## src/rtl/stop_wait_receiver_checksum_unit_macros.svh

```systemverilog
// Assertion macros shared by the RTL files of the receiver.
// Defining NO_ASSERTIONS removes every assertion from the build.
`ifndef STOP_WAIT_RECEIVER_CHECKSUM_UNIT_MACROS_SVH
`define STOP_WAIT_RECEIVER_CHECKSUM_UNIT_MACROS_SVH
`ifndef NO_ASSERTIONS
// Checked only while the block is out of reset.
`define SWRC_ASSERT(name, clk, rst_n, prop) \
    name: assert property (@(posedge clk) disable iff (!rst_n) (prop)) \
        else $error("swrc assertion failed");
// Checked at every edge, reset included.
`define SWRC_ASSERT_ALWAYS(name, clk, prop) \
    name: assert property (@(posedge clk) (prop)) \
        else $error("swrc assertion failed");
`else
`define SWRC_ASSERT(name, clk, rst_n, prop)
`define SWRC_ASSERT_ALWAYS(name, clk, prop)
`endif
`endif

```

## src/rtl/swrc_pkg.sv

```systemverilog
`default_nettype none

package swrc_pkg;

    localparam int unsigned MAX_PAYLOAD_BYTES_DEF = 1024;
    localparam int unsigned COUNT_W = 11;
    localparam int unsigned SUM_W   = 16;
    // Seven 16-bit terms at most go into one wide add.
    localparam int unsigned WIDE_W  = SUM_W + 3;

    localparam logic [SUM_W-1:0] SUM_ONES  = 16'hffff;
    localparam logic [SUM_W-1:0] SEQ_RESET = 16'd1;
    localparam logic [SUM_W-1:0] ODD_MASK  = 16'hff00;

    typedef enum logic [1:0] {
        V_COMMIT   = 2'd0,
        V_DUP      = 2'd1,
        V_CSUM_ERR = 2'd2,
        V_AHEAD    = 2'd3
    } t_verdict;

    typedef struct packed {
        logic               first_item;
        logic [15:0]        pkt_seq;
        logic [15:0]        sync_word;
        logic [15:0]        ack_word;
        logic [COUNT_W-1:0] byte_count;
        logic [15:0]        check_word;
        logic [15:0]        retry_word;
        logic               data_valid;
        logic [15:0]        data_word;
        logic               last_item;
    } t_in_word;

    typedef struct packed {
        logic [15:0] data_out;
        logic        data_out_valid;
        logic        packet_end;
        t_verdict    verdict;
        logic        ack_valid;
        logic [15:0] ack_seq;
    } t_out_word;

    // Two end-around-carry folds bring a sum of up to seven 16-bit terms
    // back to 16 bits with the same ones' complement value.
    function automatic logic [SUM_W-1:0] fold_sum(input logic [WIDE_W-1:0] x);
        logic [SUM_W:0] s1;
        logic [SUM_W:0] s2;
        s1 = {1'b0, x[SUM_W-1:0]} + {{(SUM_W - 2){1'b0}}, x[WIDE_W-1:SUM_W]};
        s2 = {1'b0, s1[SUM_W-1:0]} + {{SUM_W{1'b0}}, s1[SUM_W]};
        return s2[SUM_W-1:0];
    endfunction

endpackage

`default_nettype wire

```

## src/rtl/swrc_chan_if.sv

```systemverilog
`default_nettype none

interface swrc_chan_if #(
    parameter type t_payload = logic
) ();
    logic     valid;
    logic     ready;
    t_payload payload;

    modport source (output valid, output payload, input ready);
    modport sink   (input valid, input payload, output ready);
endinterface

`default_nettype wire

```

## src/rtl/swrc_in_reg.sv

```systemverilog
`default_nettype none

module swrc_in_reg (
    input  wire logic              i_clk,
    input  wire logic              i_rst_n,
    input  wire logic              i_valid,
    output logic                   o_ready,
    input  wire swrc_pkg::t_in_word i_word,
    output logic                   o_valid,
    input  wire logic              i_take,
    output swrc_pkg::t_in_word     o_word
);
    import swrc_pkg::*;

    logic     r_valid;
    t_in_word r_word;

    // The register refills in the same cycle that its word moves on.
    assign o_ready = !r_valid || i_take;
    assign o_valid = r_valid;
    assign o_word  = r_word;

    always_ff @(posedge i_clk) begin
        if (!i_rst_n) begin
            r_valid <= 1'b0;
        end else if (o_ready) begin
            r_valid <= i_valid;
        end
    end

    always_ff @(posedge i_clk) begin
        if (o_ready && i_valid) begin
            r_word <= i_word;
        end
    end

endmodule

`default_nettype wire

```

## src/rtl/swrc_proc.sv

```systemverilog
`default_nettype none
`include "stop_wait_receiver_checksum_unit_macros.svh"

module swrc_proc #(
    parameter int unsigned MAX_PAYLOAD_BYTES = swrc_pkg::MAX_PAYLOAD_BYTES_DEF
) (
    input  wire logic               i_clk,
    input  wire logic               i_rst_n,
    input  wire logic               i_valid,
    output logic                    o_take,
    input  wire swrc_pkg::t_in_word i_word,
    output logic                    o_valid,
    input  wire logic               i_ready,
    output swrc_pkg::t_out_word     o_word
);
    import swrc_pkg::*;

    // The byte count field cannot exceed 2047, so the limit is capped there.
    localparam int unsigned CNT_FIELD_MAX = (1 << COUNT_W) - 1;
    localparam int unsigned EFF_MAX   = (MAX_PAYLOAD_BYTES < CNT_FIELD_MAX) ?
                                        MAX_PAYLOAD_BYTES : CNT_FIELD_MAX;
    localparam int unsigned WORDS_MAX = (EFF_MAX + 1) / 2;
    localparam int unsigned IDX_W     = $clog2(WORDS_MAX + 1);
    localparam logic [16:0]        CNT_LIMIT = 17'(MAX_PAYLOAD_BYTES);
    localparam logic [COUNT_W-1:0] CNT_CAP   = COUNT_W'(EFF_MAX);

    logic [SUM_W-1:0]   r_exp_seq;
    logic [SUM_W-1:0]   r_sum;
    logic [SUM_W-1:0]   r_held_seq;
    logic [COUNT_W-1:0] r_held_count;
    logic [IDX_W-1:0]   r_idx;
    logic               r_out_valid;
    t_out_word          r_out;

    logic               w_take;
    logic [WIDE_W-1:0]  w_hdr_wide;
    logic [WIDE_W-1:0]  w_base;
    logic [COUNT_W-1:0] w_cnt_sel;
    logic [COUNT_W-1:0] w_eff;
    logic [COUNT_W:0]   w_eff_p1;
    logic [COUNT_W-1:0] w_words;
    logic [IDX_W-1:0]   w_idx_base;
    logic [COUNT_W-1:0] w_idx_ext;
    logic               w_use_data;
    logic               w_odd_tail;
    logic [SUM_W-1:0]   w_dword;
    logic [WIDE_W-1:0]  w_sum_wide;
    logic [SUM_W-1:0]   w_sum;
    logic [SUM_W-1:0]   w_seq_sel;
    logic               w_commit;
    t_out_word          n_out;
    logic [SUM_W-1:0]   n_exp_seq;
    logic [SUM_W-1:0]   n_sum;
    logic [IDX_W-1:0]   n_idx;

    assign w_take  = i_valid && (!r_out_valid || i_ready);
    assign o_take  = w_take;
    assign o_valid = r_out_valid;
    assign o_word  = r_out;

    always_comb begin
        // Header words of a new packet, or the sum carried from earlier words.
        w_hdr_wide = {3'b0, i_word.pkt_seq} + {3'b0, i_word.sync_word}
                   + {3'b0, i_word.ack_word} + {8'b0, i_word.byte_count}
                   + {3'b0, i_word.check_word} + {3'b0, i_word.retry_word};
        w_base     = i_word.first_item ? w_hdr_wide : {3'b0, r_sum};
        w_cnt_sel  = i_word.first_item ? i_word.byte_count : r_held_count;
        w_seq_sel  = i_word.first_item ? i_word.pkt_seq : r_held_seq;
        w_idx_base = i_word.first_item ? '0 : r_idx;

        w_eff      = ({6'b0, w_cnt_sel} > CNT_LIMIT) ? CNT_CAP : w_cnt_sel;
        w_eff_p1   = {1'b0, w_eff} + {{COUNT_W{1'b0}}, 1'b1};
        w_words    = w_eff_p1[COUNT_W:1];
        w_idx_ext  = {{(COUNT_W - IDX_W){1'b0}}, w_idx_base};

        // Words past the announced count are neither summed nor passed on.
        w_use_data = i_word.data_valid && (w_idx_ext < w_words);
        w_odd_tail = w_eff[0] && ((w_idx_ext + {{(COUNT_W - 1){1'b0}}, 1'b1}) == w_words);
        w_dword    = w_odd_tail ? (i_word.data_word & ODD_MASK) : i_word.data_word;

        w_sum_wide = w_base + (w_use_data ? {3'b0, w_dword} : '0);
        w_sum      = fold_sum(w_sum_wide);
        n_idx      = w_use_data ? (w_idx_base + {{(IDX_W - 1){1'b0}}, 1'b1}) : w_idx_base;

        n_out                = '0;
        n_out.data_out       = w_use_data ? w_dword : '0;
        n_out.data_out_valid = w_use_data;
        n_out.packet_end     = i_word.last_item;
        n_out.verdict        = V_COMMIT;
        w_commit             = 1'b0;

        if (i_word.last_item) begin
            priority if (w_sum != SUM_ONES) begin
                n_out.verdict   = V_CSUM_ERR;
                n_out.ack_valid = 1'b1;
                n_out.ack_seq   = r_exp_seq - 16'd1;
            end else if (w_seq_sel == r_exp_seq) begin
                n_out.verdict   = V_COMMIT;
                n_out.ack_valid = 1'b1;
                n_out.ack_seq   = w_seq_sel;
                w_commit        = 1'b1;
            end else if (w_seq_sel < r_exp_seq) begin
                n_out.verdict   = V_DUP;
                n_out.ack_valid = 1'b1;
                n_out.ack_seq   = w_seq_sel;
            end else begin
                n_out.verdict   = V_AHEAD;
            end
        end

        n_exp_seq = w_commit ? (r_exp_seq + 16'd1) : r_exp_seq;
        n_sum     = i_word.last_item ? '0 : w_sum;
        if (i_word.last_item) begin
            n_idx = '0;
        end
    end

    always_ff @(posedge i_clk) begin
        if (!i_rst_n) begin
            r_exp_seq    <= SEQ_RESET;
            r_sum        <= '0;
            r_held_seq   <= '0;
            r_held_count <= '0;
            r_idx        <= '0;
        end else if (w_take) begin
            r_exp_seq    <= n_exp_seq;
            r_sum        <= n_sum;
            r_held_seq   <= w_seq_sel;
            r_held_count <= w_cnt_sel;
            r_idx        <= n_idx;
        end
    end

    always_ff @(posedge i_clk) begin
        if (!i_rst_n) begin
            r_out_valid <= 1'b0;
        end else if (w_take) begin
            r_out_valid <= 1'b1;
        end else if (i_ready) begin
            r_out_valid <= 1'b0;
        end
    end

    always_ff @(posedge i_clk) begin
        if (w_take) begin
            r_out <= n_out;
        end
    end

    `SWRC_ASSERT_ALWAYS(a_reset_seq, i_clk, !i_rst_n |=> (r_exp_seq == SEQ_RESET))
    `SWRC_ASSERT(a_commit_adv, i_clk, i_rst_n,
        (w_take && w_commit) |=> (r_exp_seq == $past(r_exp_seq) + 16'd1))
    `SWRC_ASSERT(a_idle_hold, i_clk, i_rst_n,
        !w_take |=> ($stable(r_exp_seq) && $stable(r_sum) && $stable(r_idx)))
    `SWRC_ASSERT(a_end_clear, i_clk, i_rst_n,
        (w_take && i_word.last_item) |=> ((r_sum == '0) && (r_idx == '0)))
    `SWRC_ASSERT(a_idx_bound, i_clk, i_rst_n, ({{(32 - IDX_W){1'b0}}, r_idx} <= WORDS_MAX))

endmodule

`default_nettype wire

```

## src/rtl/stop_wait_receiver_checksum_unit.sv

```systemverilog
// Receiving side of a stop-and-wait transfer with a 16-bit ones' complement
// checksum. Words arrive on i_in: a word with first_item set carries the six
// header fields of a packet, any word may carry one payload word, and the word
// with last_item set closes the packet. One result word leaves on o_out for
// every input word: the payload word passed through (tentative until the
// packet ends) and, on the closing word, the verdict and acknowledgement.
// Throughput is one word per cycle while o_out.ready stays high. The accepting
// edge loads the input register, and the word moves on into the result register
// once that register is free; the checksum add, fold and sequence compare lie
// between the two registers.
// The running sum, held header and word count loop back within the one
// stage ahead of the result register, which is what sets the one-cycle rate.
// A synchronous active-low reset empties both registers, clears the sum and
// sets the expected sequence to one. When the consumer holds o_out.ready low,
// the result register holds its word; the input register still takes one more
// word, and i_in.ready falls only once both are full.
`default_nettype none

module stop_wait_receiver_checksum_unit #(
    parameter int unsigned MAX_PAYLOAD_BYTES = swrc_pkg::MAX_PAYLOAD_BYTES_DEF
) (
    input wire logic    i_clk,
    input wire logic    i_rst_n,
    swrc_chan_if.sink   i_in,
    swrc_chan_if.source o_out
);
    import swrc_pkg::*;

    logic      w_stage_valid;
    logic      w_stage_take;
    t_in_word  w_stage_word;
    t_out_word w_out_word;

    // Input register: decouples the upstream side from the result register.
    swrc_in_reg u_in_reg (
        .i_clk   (i_clk),
        .i_rst_n (i_rst_n),
        .i_valid (i_in.valid),
        .o_ready (i_in.ready),
        .i_word  (i_in.payload),
        .o_valid (w_stage_valid),
        .i_take  (w_stage_take),
        .o_word  (w_stage_word)
    );

    // Checksum, verdict and sequence tracking, ending in the result register.
    swrc_proc #(
        .MAX_PAYLOAD_BYTES (MAX_PAYLOAD_BYTES)
    ) u_proc (
        .i_clk   (i_clk),
        .i_rst_n (i_rst_n),
        .i_valid (w_stage_valid),
        .o_take  (w_stage_take),
        .i_word  (w_stage_word),
        .o_valid (o_out.valid),
        .i_ready (o_out.ready),
        .o_word  (w_out_word)
    );

    assign o_out.payload = w_out_word;

endmodule

`default_nettype wire

```

## src/flat_wrapper.sv

```systemverilog
// flat-port wrapper written by rule: the top's interface ports become plain ports
module stop_wait_receiver_checksum_unit_flat import swrc_pkg::*;
#(
    parameter int unsigned MAX_PAYLOAD_BYTES = swrc_pkg::MAX_PAYLOAD_BYTES_DEF
)
  (i_clk, i_rst_n, i_in_valid, i_in_payload, i_in_ready, o_out_valid, o_out_payload, o_out_ready);
  swrc_chan_if #(.t_payload(t_in_word)) i_in_i ();
  swrc_chan_if #(.t_payload(t_out_word)) o_out_i ();
  input wire logic i_clk;
  input wire logic i_rst_n;
  input wire logic [$bits(i_in_i.valid)-1:0] i_in_valid;
  input wire logic [$bits(i_in_i.payload)-1:0] i_in_payload;
  output wire logic [$bits(i_in_i.ready)-1:0] i_in_ready;
  output wire logic [$bits(o_out_i.valid)-1:0] o_out_valid;
  output wire logic [$bits(o_out_i.payload)-1:0] o_out_payload;
  input wire logic [$bits(o_out_i.ready)-1:0] o_out_ready;
  assign i_in_i.valid = i_in_valid;
  assign i_in_i.payload = i_in_payload;
  assign i_in_ready = i_in_i.ready;
  assign o_out_valid = o_out_i.valid;
  assign o_out_payload = o_out_i.payload;
  assign o_out_i.ready = o_out_ready;
  stop_wait_receiver_checksum_unit #(.MAX_PAYLOAD_BYTES(MAX_PAYLOAD_BYTES)) u_core (.i_clk(i_clk), .i_rst_n(i_rst_n), .i_in(i_in_i), .o_out(o_out_i));
endmodule
```

## config.mk

```make
export PLATFORM = sky130hd
export DESIGN_NAME = stop_wait_receiver_checksum_unit_flat
export DESIGN_NICKNAME = d
export VERILOG_FILES = /design/src/rtl/swrc_pkg.sv /design/src/rtl/swrc_chan_if.sv /design/src/rtl/swrc_in_reg.sv /design/src/rtl/swrc_proc.sv /design/src/rtl/stop_wait_receiver_checksum_unit.sv /design/src/flat_wrapper.sv
export VERILOG_INCLUDE_DIRS = /design/src /design/src/rtl
export SDC_FILE = /design/constraint.sdc
export NUM_CORES = 1
export LEC_CHECK = 0
export BUFFER_PORTS_ARGS = -buffer_cell sky130_fd_sc_hd__buf_2
export CAP_MARGIN = 25
export CELL_PAD_IN_SITES_DETAIL_PLACEMENT = 1
export CELL_PAD_IN_SITES_GLOBAL_PLACEMENT = 1
export CORE_AREA = 2 2 244 150
export CTS_BUF_LIST = sky130_fd_sc_hd__clkbuf_2 sky130_fd_sc_hd__clkbuf_4 sky130_fd_sc_hd__clkbuf_8
export CTS_CLUSTER_DIAMETER = 200
export DETAILED_ROUTE_END_ITERATION = 8
export DIE_AREA = 0 0 246 152
export PLACE_DENSITY_LB_ADDON = 0.1
export SYNTH_ARGS = -nofsm -noshare
export SYNTH_HDL_FRONTEND = slang
export SYNTH_SLANG_ARGS = --single-unit
```

## constraint.sdc

```tcl
create_clock -name i_clk -period 24.5 [get_ports i_clk]
set_input_delay 2.45 -clock i_clk [delete_from_list [all_inputs] [get_ports i_clk]]
set_output_delay 2.45 -clock i_clk [all_outputs]
set_load 0.02 [all_outputs]
```

==> impl_results.md <==
* Leakage power at 6.382 nW
* Total track usage at 0.2238
* Routed len/inst at 20.91 microns
* Synth area leader: edfxtp_1
* Post-CTS Setup Repair Bufs at 0
* Initial DRT Pass Iterations at 7
* Number of inserted diodes at 0
* RSZ-0062 raised after global routing: false
* Final setup fails at 0
* P per Cell Area at 98.77 mW/mm^2
* Crit. End Element: flip-flop
* Die area at 0.03739 sq mm
* Crit share post-route at 0.5462
* Yosys top cell area share at 0.3192
* CTS root buffer: clkbuf_8
* Synth Area in Simple Gates at 0.1712
* Synth Area in Adders at 0.1535
* Congestion Overflow GR at 0
* H-Tree Level Count at 2
* Initial DRC count at 652
* Sequential share of the synthesized area at 0.4220
* #FFs+latches synth at 218
* Fraction of layout cells with a size suffix above 1 at 0.1835
* Drt drc at 0
* GR Layer Usage met3 at 0.04399
* Critical path type: reg -> reg
* Max-Cap Viols at 0
* Core area at 0.03547 sq mm
* DIE WIDTH at 246 microns
* Antenna violations before repair at 2
* Least-Margin Pin Slew at 0.9803 ns
* Min cycle time layout at 13.38 ns
* I/O Pins at 153
* CP startpoint kind: flip-flop
* Synth Cell Area at 0.01383 sq mm
* Synth Area in XOR/XNOR at 0.04940
* Slowest cell on crit path: or4_2
* CTS resizes at 0
* Final hold vios at 0
* Yosys cell types at 78
* Outcome: complete, no violations
* Final setup margin at 11.12 ns
* Compound-Gate Fraction of Synth Area at 0.1241
* Skew-Pair Late Insertion Delay at 0.57 ns
* Vias in the first global route at 10800
* Dpl ws at 11.25 ns
* CP Data Arrival Time at 13.81 ns
* Multiplexer share of the synthesized area at 0.04198
* Largest family of logic cells by synthesized area: simple AND/OR/NAND/NOR gates
* CP max FO at 47
* Worst Clk Skew at 0.03548 ns
* Met1 usage at 0.3662
* Net count, final at 1707
* Final ANT Viol Nets at 0
* First-pass GRT wire length at 64.69 mm
* Min-delay worst type: reg -> reg
* CP required at 24.93 ns
* List of most frequent post-synthesis cells: edfxtp_1 (147), nand2_1 (129), inv_1 (78)
* Clock slew at reported path FFs at 0.06 ns
* Gp weighted congestion at 0.8598
* Initial Util at 0.3898
* GRT busiest layer: met1
* Hold_buf cts at 0
* Fmax at 74.73 MHz
* PortBufs at 152
* Area grow syn2layout at 14.45%
* Avg Cell Area, Syn at 10.56 sq um
* Detailed Place HPWL at 30.72 mm
* Count leader, synth: edfxtp_1
* Synth Instances at 1310
* VDD IR max at 44.64 uV
* Die Ht at 152 microns
* Final wirelength at 41.07 mm
* Synth area leaders: edfxtp_1 (32%), dfxtp_1 (10%), fa_1 (8.8%)
* Commonest register cell after synthesis: edfxtp_1
* Final Max Tran Viols at 0
* CTS sink cnt at 218
* DR vias/cell at 5.318
* Setup TNS Final at 0 ns
* CTS tree: done
* CP max stage delay at 1.01 ns
* Num rows at 54
* Inserted Clock Buffers at 37
* Yosys warns at 0
* Ys async rst share at 0
* Largest net degree at the start of global routing at 89
* Rel. slew slack at 0.3447
* CTS max path bufs at 3
* Mapped Nets at 1557
* Vias at 10450
* Post-synth EDFFs at 147
* Fillers at 3932
* M2 GR Usage at 0.2964
registers in the layout, summed over array words and instances, names as in the netlist:
register	flops
u_core.u_proc.r_idx	10
u_core.u_proc.o_valid	1
u_core.u_in_reg.o_word	110
u_core.u_proc.o_word	37
u_core.u_proc.r_held_count	11
u_core.u_proc.r_sum	16
u_core.u_proc.r_exp_seq	16
u_core.u_proc.r_held_seq	16
u_core.u_in_reg.o_valid	1
metrics by stage:
step	area (sq um)	hold WS (ns)	power, mW	cells	utilization
after global routing	15830	0.4831	1.677	1964	0.4462
after floorplan	13830	0.4244	0.9972	1310	-
final	15830	0.4610	1.563	1964	0.4462
after global placement	15070	0.4438	1.206	1897	0.4248
after detailed placement	15070	0.4521	1.216	1897	0.4248
after CTS	15830	0.4607	1.574	1964	0.4462
cells in the final DEF (no fill, tap or decap), drive strengths merged, types with 31 or more instances in the layout:
cell type,Yosys,routed
nand3,32,32
nor3,45,45
mux2i,40,40
clkbuf,41,49
ha,72,72
o21a,39,39
fa,61,61
nand2,130,130
edfxtp,147,147
xnor2,54,54
o21ai,41,41
nor2,73,73
buf,13,165
dfxtp,71,71
and2,34,34
inv,79,78
a21oi,31,31
power by group:
part	switching (mW)	internal (mW)	total, mW
sequential	0.0136	0.417	0.430
combinational	0.487	0.301	0.787
clock	0.157	0.188	0.345
worst max-delay path, delay by kind of cell (launching register included):
| family | cells | cell delay [ns] |
|---|---|---|
| AND/OR/NAND/NOR | 17 | 4.67 |
| AO/OA/AOI/OAI | 16 | 3.20 |
| adder cells (fa/ha/maj) | 8 | 2.11 |
| buffers and inverters | 7 | 1.35 |
| multiplexers | 2 | 0.84 |
| XOR/XNOR | 3 | 0.71 |
| flip-flops | 1 | 0.32 |
final timing paths:
path / cells after the start / to / start / slack (ns)
setup / recovery: 53 / u_core.u_proc.r_exp_seq[0] / u_core.u_in_reg.o_word[109] / 11.12
hold / removal: 2 / u_core.u_proc.r_exp_seq[4] / u_core.u_proc.r_exp_seq[4] / 0.46
setup reg to reg: 53 / u_core.u_proc.r_exp_seq[0] / u_core.u_in_reg.o_word[109] / 11.12
hold reg to reg: 2 / u_core.u_proc.r_exp_seq[4] / u_core.u_proc.r_exp_seq[4] / 0.46
layout make-up:
cell class | instances | area, sq um | share of cell area
Multi-Input combinational cell | 959 | 7480 | 0.4726
Clock inverter | 18 | 135.1 | 0.008538
Sequential cell | 218 | 5836 | 0.3687
Inverter | 79 | 297.8 | 0.01882
Tap cell | 476 | 595.6 | 0.03763
Clock buffer | 49 | 624.3 | 0.03945
Timing Repair Buffer | 165 | 858.3 | 0.05423
cell families (layout without fill, tap and decap cells):
logic type / after synthesis / count (layout)
adders and majority gates: 133 / 133
DFF: 218 / 218
AOI/OAI and AO/OA: 238 / 238
muxes: 56 / 56
xor gates and xnor gates: 78 / 78
buffers and inverters: 133 / 311
and+or+nand+nor: 454 / 454
layer usage:
layer | vias to the layer above | part of all wire
li1 | 5010 | -
met4 | 2 | 0.016
met1 | 5162 | 0.54
met3 | 46 | 0.056
met5 | - | 0.00017
met2 | 225 | 0.39
(Power assumes the default switching activity.)
